**src/rtl/olid_pkg.sv**
```systemverilog
package olid_pkg;

   localparam int MaxNodesDefault = 32;
   localparam int QueueDepth = 2;

   typedef enum logic [1:0] {
      REQ_CREATE  = 2'd0,
      REQ_INSERT  = 2'd1,
      REQ_DELETE  = 2'd2,
      REQ_DISPLAY = 2'd3
   } req_code_type;

   typedef enum logic [1:0] {
      ST_OK        = 2'd0,
      ST_NOT_FOUND = 2'd1,
      ST_FULL      = 2'd2
   } status_code_type;

   typedef struct packed {
      req_code_type op;
      logic [31:0]  item;
      logic [31:0]  key;
   } cmd_type;

endpackage

```
**src/rtl/olid_front.sv**
```systemverilog
module olid_front
   import olid_pkg::*;
(
   input  logic        clock,
   input  logic        reset,
   input  logic        req_valid,
   output logic        req_stall,
   input  logic [1:0]  req_type,
   input  logic [31:0] req_item_value,
   input  logic [31:0] req_target_value,
   output logic        cmd_valid,
   input  logic        cmd_take,
   output cmd_type     cmd
);

   localparam int PtrW = $clog2(QueueDepth);

   cmd_type             queue_ff [QueueDepth];
   logic [PtrW-1:0]     wr_ptr_ff, wr_ptr_in, rd_ptr_ff, rd_ptr_in;
   logic [PtrW:0]       count_ff, count_in;
   logic                push, pop;
   cmd_type             cmd_new;

   // delete searches on the item itself, insert on the target
   always_comb begin
      cmd_new.op   = req_code_type'(req_type);
      cmd_new.item = req_item_value;
      cmd_new.key  = (req_code_type'(req_type) == REQ_DELETE) ? req_item_value
                                                              : req_target_value;
   end

   assign req_stall = (count_ff == (PtrW+1)'(QueueDepth));
   assign push      = req_valid && !req_stall;
   assign cmd_valid = (count_ff != '0);
   assign pop       = cmd_valid && cmd_take;
   assign cmd       = queue_ff[rd_ptr_ff];

   always_comb begin
      wr_ptr_in = wr_ptr_ff;
      rd_ptr_in = rd_ptr_ff;
      count_in  = count_ff;
      if (push) begin
         wr_ptr_in = (wr_ptr_ff == PtrW'(QueueDepth-1)) ? '0 : wr_ptr_ff + 1'b1;
      end
      if (pop) begin
         rd_ptr_in = (rd_ptr_ff == PtrW'(QueueDepth-1)) ? '0 : rd_ptr_ff + 1'b1;
      end
      if (push && !pop) begin
         count_in = count_ff + 1'b1;
      end else if (pop && !push) begin
         count_in = count_ff - 1'b1;
      end
   end

   always_ff @(posedge clock) begin
      if (push) begin
         queue_ff[wr_ptr_ff] <= cmd_new;
      end
   end

   always_ff @(posedge clock) begin
      if (reset) begin
         wr_ptr_ff <= '0;
         rd_ptr_ff <= '0;
         count_ff  <= '0;
      end else begin
         wr_ptr_ff <= wr_ptr_in;
         rd_ptr_ff <= rd_ptr_in;
         count_ff  <= count_in;
      end
   end

`ifndef SYNTHESIS
   a_no_overflow: assert property (@(posedge clock) disable iff (reset)
      count_ff <= (PtrW+1)'(QueueDepth))
      else $error("queue count beyond depth");
   a_count_step: assert property (@(posedge clock) disable iff (reset)
      (push && !pop) |=> (count_ff == $past(count_ff) + 1'b1))
      else $error("queue count did not grow");
   a_no_pop_empty: assert property (@(posedge clock) disable iff (reset)
      (count_ff == '0) |-> !pop)
      else $error("pop from empty queue");
`endif

endmodule

```
**src/rtl/olid_back.sv**
```systemverilog
module olid_back
   import olid_pkg::*;
#(
   parameter int MAX_NODES = MaxNodesDefault
)(
   input  logic        clock,
   input  logic        reset,
   input  logic        cmd_valid,
   output logic        cmd_take,
   input  cmd_type     cmd,
   output logic        rsp_valid,
   input  logic        rsp_stall,
   output logic [1:0]  rsp_status,
   output logic [31:0] rsp_out_value,
   output logic        rsp_has_value,
   output logic        rsp_last
);

   localparam int IdxW = $clog2(MAX_NODES);
   localparam int LnkW = $clog2(MAX_NODES + 1);
   localparam logic [LnkW-1:0] NullLink = LnkW'(MAX_NODES);

   typedef enum logic [8:0] {
      S_IDLE   = 9'b000000001,
      S_READ   = 9'b000000010,
      S_CHECK  = 9'b000000100,
      S_LINK1  = 9'b000001000,
      S_LINK2  = 9'b000010000,
      S_DISP   = 9'b000100000,
      S_DSHOW  = 9'b001000000,
      S_RESULT = 9'b010000000,
      S_WAIT   = 9'b100000000
   } state_type;

   state_type state_ff, state_in;

   logic [31:0]     vals_mem [MAX_NODES];
   logic [LnkW-1:0] next_mem [MAX_NODES];
   logic [LnkW-1:0] prev_mem [MAX_NODES];

   logic [MAX_NODES-1:0] free_ff, free_in;
   logic [LnkW-1:0]      head_ff, head_in;
   cmd_type              cmd_ff, cmd_in;
   logic [LnkW-1:0]      cur_ff, cur_in;
   logic [LnkW:0]        steps_ff, steps_in;
   logic [LnkW-1:0]      tgt_ff, tgt_in;
   logic [LnkW-1:0]      alloc_ff, alloc_in;
   logic [1:0]           res_status_ff, res_status_in;

   logic [31:0]     rd_val_ff;
   logic [LnkW-1:0] rd_next_ff, rd_prev_ff;

   logic            out_valid_ff, out_valid_in;
   logic [1:0]      out_status_ff, out_status_in;
   logic [31:0]     out_value_ff, out_value_in;
   logic            out_has_ff, out_has_in;
   logic            out_last_ff, out_last_in;

   logic            rd_en;
   logic [IdxW-1:0] rd_addr;

   logic            wv_en;
   logic [IdxW-1:0] wv_addr;
   logic [31:0]     wv_data;
   logic            wn_en;
   logic [IdxW-1:0] wn_addr;
   logic [LnkW-1:0] wn_data;
   logic            wp_en;
   logic [IdxW-1:0] wp_addr;
   logic [LnkW-1:0] wp_data;

   logic [LnkW-1:0] first_free;
   logic            out_free;

   // lowest free entry, priority pick over the free map
   always_comb begin
      first_free = NullLink;
      for (int i = MAX_NODES - 1; i >= 0; i--) begin
         if (free_ff[i]) begin
            first_free = LnkW'(i);
         end
      end
   end

   assign out_free  = !out_valid_ff || !rsp_stall;
   assign cmd_take  = (state_ff == S_IDLE);

   always_comb begin
      state_in      = state_ff;
      free_in       = free_ff;
      head_in       = head_ff;
      cmd_in        = cmd_ff;
      cur_in        = cur_ff;
      steps_in      = steps_ff;
      tgt_in        = tgt_ff;
      alloc_in      = alloc_ff;
      res_status_in = res_status_ff;
      out_valid_in  = out_valid_ff && rsp_stall;
      out_status_in = out_status_ff;
      out_value_in  = out_value_ff;
      out_has_in    = out_has_ff;
      out_last_in   = out_last_ff;
      rd_en   = 1'b0;
      rd_addr = cur_ff[IdxW-1:0];
      wv_en   = 1'b0;
      wv_addr = alloc_ff[IdxW-1:0];
      wv_data = cmd_ff.item;
      wn_en   = 1'b0;
      wn_addr = alloc_ff[IdxW-1:0];
      wn_data = tgt_ff;
      wp_en   = 1'b0;
      wp_addr = alloc_ff[IdxW-1:0];
      wp_data = rd_prev_ff;

      unique case (state_ff)
         S_IDLE: begin
            if (cmd_valid) begin
               cmd_in   = cmd;
               cur_in   = head_ff;
               steps_in = '0;
               unique case (cmd.op)
                  REQ_CREATE: begin
                     free_in           = '1;
                     free_in[0]        = 1'b0;
                     head_in           = '0;
                     alloc_in          = '0;
                     wv_en   = 1'b1; wv_addr = '0; wv_data = cmd.item;
                     wn_en   = 1'b1; wn_addr = '0; wn_data = NullLink;
                     wp_en   = 1'b1; wp_addr = '0; wp_data = NullLink;
                     res_status_in     = ST_OK;
                     state_in          = S_RESULT;
                  end
                  REQ_DISPLAY: begin
                     if (head_ff == NullLink) begin
                        res_status_in = ST_OK;
                        state_in      = S_RESULT;
                     end else begin
                        state_in = S_DISP;
                     end
                  end
                  default: begin
                     if (head_ff == NullLink) begin
                        res_status_in = ST_NOT_FOUND;
                        state_in      = S_RESULT;
                     end else begin
                        state_in = S_READ;
                     end
                  end
               endcase
            end
         end
         S_READ: begin
            rd_en    = 1'b1;
            state_in = S_CHECK;
         end
         S_CHECK: begin
            if (rd_val_ff == cmd_ff.key) begin
               tgt_in = cur_ff;
               if (cmd_ff.op == REQ_INSERT) begin
                  if (first_free == NullLink) begin
                     res_status_in = ST_FULL;
                     state_in      = S_RESULT;
                  end else begin
                     alloc_in = first_free;
                     free_in[first_free[IdxW-1:0]] = 1'b0;
                     state_in = S_LINK1;
                  end
               end else begin
                  state_in = S_LINK1;
               end
            end else if (rd_next_ff == NullLink
                         || steps_ff == (LnkW+1)'(MAX_NODES - 1)) begin
               res_status_in = ST_NOT_FOUND;
               state_in      = S_RESULT;
            end else begin
               cur_in   = rd_next_ff;
               steps_in = steps_ff + 1'b1;
               state_in = S_READ;
            end
         end
         S_LINK1: begin
            if (cmd_ff.op == REQ_INSERT) begin
               // new node between prev and target
               wv_en = 1'b1;
               wn_en = 1'b1; wn_data = tgt_ff;
               wp_en = 1'b1; wp_data = rd_prev_ff;
               if (rd_prev_ff != NullLink) begin
                  state_in = S_LINK2;
               end else begin
                  head_in  = alloc_ff;
                  state_in = S_LINK2;
               end
            end else begin
               // node freed on the same edge that unlinks it, moving the head off it if it was first
               free_in[tgt_ff[IdxW-1:0]] = 1'b1;
               if (rd_prev_ff != NullLink) begin
                  wn_en = 1'b1; wn_addr = rd_prev_ff[IdxW-1:0]; wn_data = rd_next_ff;
               end else begin
                  head_in = rd_next_ff;
               end
               if (rd_next_ff != NullLink) begin
                  wp_en = 1'b1; wp_addr = rd_next_ff[IdxW-1:0]; wp_data = rd_prev_ff;
               end
               res_status_in = ST_OK;
               state_in      = S_RESULT;
            end
         end
         S_LINK2: begin
            if (rd_prev_ff != NullLink) begin
               wn_en = 1'b1; wn_addr = rd_prev_ff[IdxW-1:0]; wn_data = alloc_ff;
            end
            wp_en = 1'b1; wp_addr = tgt_ff[IdxW-1:0]; wp_data = alloc_ff;
            res_status_in = ST_OK;
            state_in      = S_RESULT;
         end
         S_DISP: begin
            rd_en    = 1'b1;
            state_in = S_DSHOW;
         end
         S_DSHOW: begin
            if (out_free) begin
               out_valid_in  = 1'b1;
               out_status_in = ST_OK;
               out_value_in  = rd_val_ff;
               out_has_in    = 1'b1;
               out_last_in   = (rd_next_ff == NullLink)
                               || (steps_ff == (LnkW+1)'(MAX_NODES - 1));
               if (out_last_in) begin
                  state_in = S_IDLE;
               end else begin
                  cur_in   = rd_next_ff;
                  steps_in = steps_ff + 1'b1;
                  state_in = S_DISP;
               end
            end
         end
         S_RESULT: begin
            if (out_free) begin
               out_valid_in  = 1'b1;
               out_status_in = res_status_ff;
               out_value_in  = '0;
               out_has_in    = 1'b0;
               out_last_in   = 1'b1;
               state_in      = S_IDLE;
            end
         end
         S_WAIT: begin
            state_in = S_IDLE;
         end
         default: begin
            state_in = S_IDLE;
         end
      endcase
   end

   always_ff @(posedge clock) begin
      if (rd_en) begin
         rd_val_ff  <= vals_mem[rd_addr];
         rd_next_ff <= next_mem[rd_addr];
         rd_prev_ff <= prev_mem[rd_addr];
      end
      if (wv_en) begin
         vals_mem[wv_addr] <= wv_data;
      end
      if (wn_en) begin
         next_mem[wn_addr] <= wn_data;
      end
      if (wp_en) begin
         prev_mem[wp_addr] <= wp_data;
      end
   end

   always_ff @(posedge clock) begin
      cmd_ff        <= cmd_in;
      cur_ff        <= cur_in;
      steps_ff      <= steps_in;
      tgt_ff        <= tgt_in;
      alloc_ff      <= alloc_in;
      res_status_ff <= res_status_in;
      out_status_ff <= out_status_in;
      out_value_ff  <= out_value_in;
      out_has_ff    <= out_has_in;
      out_last_ff   <= out_last_in;
   end

   always_ff @(posedge clock) begin
      if (reset) begin
         state_ff     <= S_IDLE;
         free_ff      <= '1;
         head_ff      <= NullLink;
         out_valid_ff <= 1'b0;
      end else begin
         state_ff     <= state_in;
         free_ff      <= free_in;
         head_ff      <= head_in;
         out_valid_ff <= out_valid_in;
      end
   end

   assign rsp_valid     = out_valid_ff;
   assign rsp_status    = out_status_ff;
   assign rsp_out_value = out_value_ff;
   assign rsp_has_value = out_has_ff;
   assign rsp_last      = out_last_ff;

`ifndef SYNTHESIS
   a_one_hot: assert property (@(posedge clock) disable iff (reset)
      $onehot(state_ff))
      else $error("state not one-hot");
   a_head_used: assert property (@(posedge clock) disable iff (reset)
      (head_ff != NullLink) |-> !free_ff[head_ff[IdxW-1:0]])
      else $error("head points at a free node");
   a_data_zero: assert property (@(posedge clock) disable iff (reset)
      (rsp_valid && !rsp_has_value) |-> (rsp_out_value == '0 && rsp_last))
      else $error("non-display result malformed");
   a_take_idle: assert property (@(posedge clock) disable iff (reset)
      (state_ff == S_DSHOW) |-> !cmd_take)
      else $error("command taken mid display");
`endif

endmodule

```
**src/rtl/ordered_list_insert_delete.sv**
```systemverilog
// Create goes from idle straight to the result; insert/delete do a registered node
// read and a compare per node walked, then the link states and the result.
// Display: a registered node read, then the element is shown, for each node.
// One item at a time in the back end; a two-entry queue accepts items until full.
// Reset (synchronous): list empty, all nodes free, queue and result valid cleared.
module ordered_list_insert_delete
   import olid_pkg::*;
#(
   parameter int MAX_NODES = MaxNodesDefault
)(
   input  logic        clock,
   input  logic        reset,
   input  logic        req_valid,
   output logic        req_stall,
   input  logic [1:0]  req_type,
   input  logic [31:0] req_item_value,
   input  logic [31:0] req_target_value,
   output logic        rsp_valid,
   input  logic        rsp_stall,
   output logic [1:0]  rsp_status,
   output logic [31:0] rsp_out_value,
   output logic        rsp_has_value,
   output logic        rsp_last
);

   logic    cmd_valid;
   logic    cmd_take;
   cmd_type cmd;

   olid_front u_front (
      .clock            (clock),
      .reset            (reset),
      .req_valid        (req_valid),
      .req_stall        (req_stall),
      .req_type         (req_type),
      .req_item_value   (req_item_value),
      .req_target_value (req_target_value),
      .cmd_valid        (cmd_valid),
      .cmd_take         (cmd_take),
      .cmd              (cmd)
   );

   olid_back #(.MAX_NODES(MAX_NODES)) u_back (
      .clock         (clock),
      .reset         (reset),
      .cmd_valid     (cmd_valid),
      .cmd_take      (cmd_take),
      .cmd           (cmd),
      .rsp_valid     (rsp_valid),
      .rsp_stall     (rsp_stall),
      .rsp_status    (rsp_status),
      .rsp_out_value (rsp_out_value),
      .rsp_has_value (rsp_has_value),
      .rsp_last      (rsp_last)
   );

endmodule
```
**config.mk**
```make
export PLATFORM = sky130hd
export DESIGN_NAME = ordered_list_insert_delete
export DESIGN_NICKNAME = d
export VERILOG_FILES = /design/src/rtl/olid_pkg.sv /design/src/rtl/olid_front.sv /design/src/rtl/olid_back.sv /design/src/rtl/ordered_list_insert_delete.sv
export SDC_FILE = /design/constraint.sdc
export NUM_CORES = 2
export LEC_CHECK = 0
export ABC_CLOCK_PERIOD_IN_PS = 7700
export BUFFER_PORTS_ARGS = -buffer_cell sky130_fd_sc_hd__buf_4
export CAP_MARGIN = 20
export CORE_MARGIN = 5
export CORE_UTILIZATION = 33
export CTS_CLUSTER_SIZE = 8
export DETAILED_ROUTE_END_ITERATION = 7
export GPL_TIMING_DRIVEN = 0
export PLACE_DENSITY = 0.59
export REMOVE_ABC_BUFFERS = 1
export SYNTH_ARGS = -nofsm -noshare
export SYNTH_HDL_FRONTEND = slang
export SYNTH_SLANG_ARGS = --single-unit
export TNS_END_PERCENT = 1
```
**constraint.sdc**
```tcl
create_clock -name clock -period 7.7 [get_ports clock]
set_input_delay 0.385 -clock clock [delete_from_list [all_inputs] [get_ports clock]]
set_output_delay 0.385 -clock clock [all_outputs]
set_load 0.01 [all_outputs]
```
==> metrics.txt <==
status=finished clean; Worst Setup Path Type=reg2reg; CP max stage cell=mux2i_1; final hold violations=0; antenna viol nets, final=0; fin crit period=4.74 ns; H-tree depth=4; FF-to-FF setup slack=2.96 ns; most numerous cell in the Yosys netlist=edfxtp_1; MaxCap Viol Count=0; CTS tree=yes; worst min path class=in2reg; largest net degree at the start of global routing=58; reg2reg end=u_back.prev_mem[4][5]; vias in the first global route=35700; FFs w/ async S/R, synth=0%; Initial Util=33.1%; vias=35000; Tcrit/Tclk final=61.6%; FILL cells=18100; DRT iter0 DRCs=4219; CP cell instances=mux2i_1, ha_1, and3b_2, o221ai_2, a222oi_1, nand3b_1, nor2_1; # DRC=0; Syn Std Cell Area=69300 µm²; Final Net Count=3782; layout cells sized above 1=32.7%; clk_skew=0.0627 ns; I/O Buffers=107; Design Power=30.2 mW; global-route wire length before repair=255000 µm; VDD IR max=281 µV; Post-synth top flop=edfxtp_1; #FFs+latches synth=1765; Worst Tran Pin Value=1.11 ns; R2R cell count=7; Die X=468 µm; post-synthesis sequential area ratio=75.8%; CP Capture Point=u_back.prev_mem[4][5]; Sink Count=1765; top post-synthesis cells by area=edfxtp_1, mux4_2, mux2_2; Root Buffer=clkbuf_16; CP Launch Type=flip-flop; Routability Congestion=0.849; top post-synthesis cells by count=edfxtp_1, mux4_2, mux2_2; setup_tns=0 ns; TritonCTS Buffers=239; dpl hpwl=117000 µm; die span in y=468 µm; max-slew violations=0; worst skew pair latency=0.85 ns; CP peak stage delay=0.76 ns; worst rel slew slack=26.1%; Floorplan Core Area=209000 µm²; Worst Path Arrival=5.20 ns; Critical Path RT=8.16 ns; EDFF count, synth=1713; Yosys top cell area share=74.3%; synth warn=0; fmax=211 MHz; Cells after Synth=3265; syn avg cell area=21.2 µm²; Die ar.=219000 µm²; RSZ-0062 raised after global routing=no; P_leak=26.5 nW; GRT overflow=0; Overall Global Routing Usage=16.1%; clk buf depth=3; Ports=108; Routed WL=178000 µm; Clock transition at path regs=0.05 ns; library cells used by synthesis=77; Pre-Repair DR Iteration Count=7; Rows=168; post-synth top area cell=edfxtp_1; post-DR wirelength/cell=27.1 µm; post-DR vias/cell=5.33; worst-path fanout max=29; Worst setup EP type=flip-flop; pwr dens=356 nW/µm²; initial antenna violation count=5; final setup violation count=0; setup bufs post-CTS=0; Synth-to-Final Area Change=22.5%
-- kinds of logic after synthesis --
| group | Yosys count | share of synthesized area (%) |
|---|---|---|
| DFF | 1765 | 75.8 |
| muxes | 623 | 17.3 |
| and+or+nand+nor | 424 | 3.16 |
| AOI/OAI and AO/OA | 226 | 2.17 |
| buffers and inverters | 180 | 1.00 |
| xor gates and xnor gates | 43 | 0.544 |
| adders and majority gates | 4 | 0.0723 |
-- per-stage QoR --
step / utilization, % / hold slack (ns) / cells / area, µm² / setup slack (ns)
4_1_cts: 40.4 / 0.206 / 6557 / 84600 / 2.76
5_1_grt: 40.6 / 0.237 / 6566 / 84800 / 2.78
2_1_floorplan: - / 0.400 / 3108 / 68700 / -7.69
3_5_place_dp: 37.0 / 0.417 / 6195 / 77400 / 2.81
6_report: 40.6 / 0.270 / 6567 / 84800 / 2.96
3_3_place_gp: 34.9 / 0.407 / 6020 / 73000 / -15.02
-- where the power goes --
group	total (mW)	leakage, nW	switching [mW]	internal [mW]
clock network	9.33	3.14	3.81	5.52
logic	8.37	7.42	4.26	4.10
registers	12.5	15.9	0.276	12.3
-- per-layer routing --
metal | up-vias | global-route usage (%) | wire length [µm]
met5 | - | 0 | 0
met2 | 1424 | 25.8 | 85600
met4 | 0 | 3.99 | 3470
met3 | 257 | 2.77 | 12300
li1 | 14500 | - | -
met1 | 18800 | 22.9 | 76700
-- registers in the layout, summed over array words and instances (netlist names), 32 cells and up, named ones only --
register / flops
u_back.prev_mem: 192
u_back.rsp_out_value: 32
u_back.free_ff: 32
u_back.next_mem: 192
u_back.vals_mem: 1024
u_back.cmd_ff: 66
u_front.queue_ff: 132
u_back.rd_val_ff: 32
-- layout make-up --
cell class | count | area [µm²] | area share [%]
inverters | 23 | 90.1 | 0.106
clock inverters | 17 | 340 | 0.401
flip-flops and latches | 1765 | 52500 | 61.9
well taps | 2805 | 3510 | 4.14
multi-input cells | 1320 | 16400 | 19.3
diodes | 2 | 5.00 | 0.00590
repair buffers | 359 | 5870 | 6.92
clock buffers | 276 | 6140 | 7.24
-- worst max-delay path, delay by kind of cell, from the launching register on --
family	cells	cell delay [ns]
muxes	1	0.76
and+or+nand+nor	3	1.57
adders and majority gates	1	0.40
AOI/OAI and AO/OA	2	0.86
DFF	1	0.71
-- layout by cell type, fill, tap and decap left out, types with 7 or more instances in the layout --
cell type,n
a22o_1,7
and3_1,7
mux2_2,178
a31oi_1,24
a221o_1,8
dfxtp_1,51
nand3b_1,9
buf_16,122
buf_4,113
o211ai_1,7
o21ai_0,50
clkinv_16,7
clkbuf_1,36
nor4_1,22
clkbuf_16,240
nor2b_1,11
nor2_4,33
xor2_1,41
nor2_1,135
mux4_2,440
nor3_1,21
or3_1,11
nand4_1,11
inv_1,20
a21oi_1,43
and2_1,39
edfxtp_1,1713
nand3_1,17
nand2_1,52
a211oi_1,27
dlygate4sd3_1,69
buf_12,42
nand2b_1,13
-- worst min-delay path by stage --
stage                                         end  cells after the start  slack, ns                from
after global placement           u_back.tgt_ff[5]                      0       0.41    u_back.cur_ff[5]
after global routing      u_front.queue_ff[0][52]                      2       0.24  req_item_value[20]
after floorplan                  u_back.tgt_ff[5]                      0       0.40    u_back.cur_ff[5]
after detailed placement         u_back.tgt_ff[5]                      0       0.42    u_back.cur_ff[5]
final                     u_front.queue_ff[0][65]                      2       0.27         req_type[1]
after CTS                 u_front.queue_ff[0][65]                      2       0.21         req_type[1]
-- repair_timing --
item | 4_1_cts | 5_1_grt
endpoints found under the hold margin | 147 | 0
hold buffers | 69 | 0
endpoints found under the setup margin | 0 | 0
resized for setup | 0 | 0
Power figures use the tool's default switching activity.
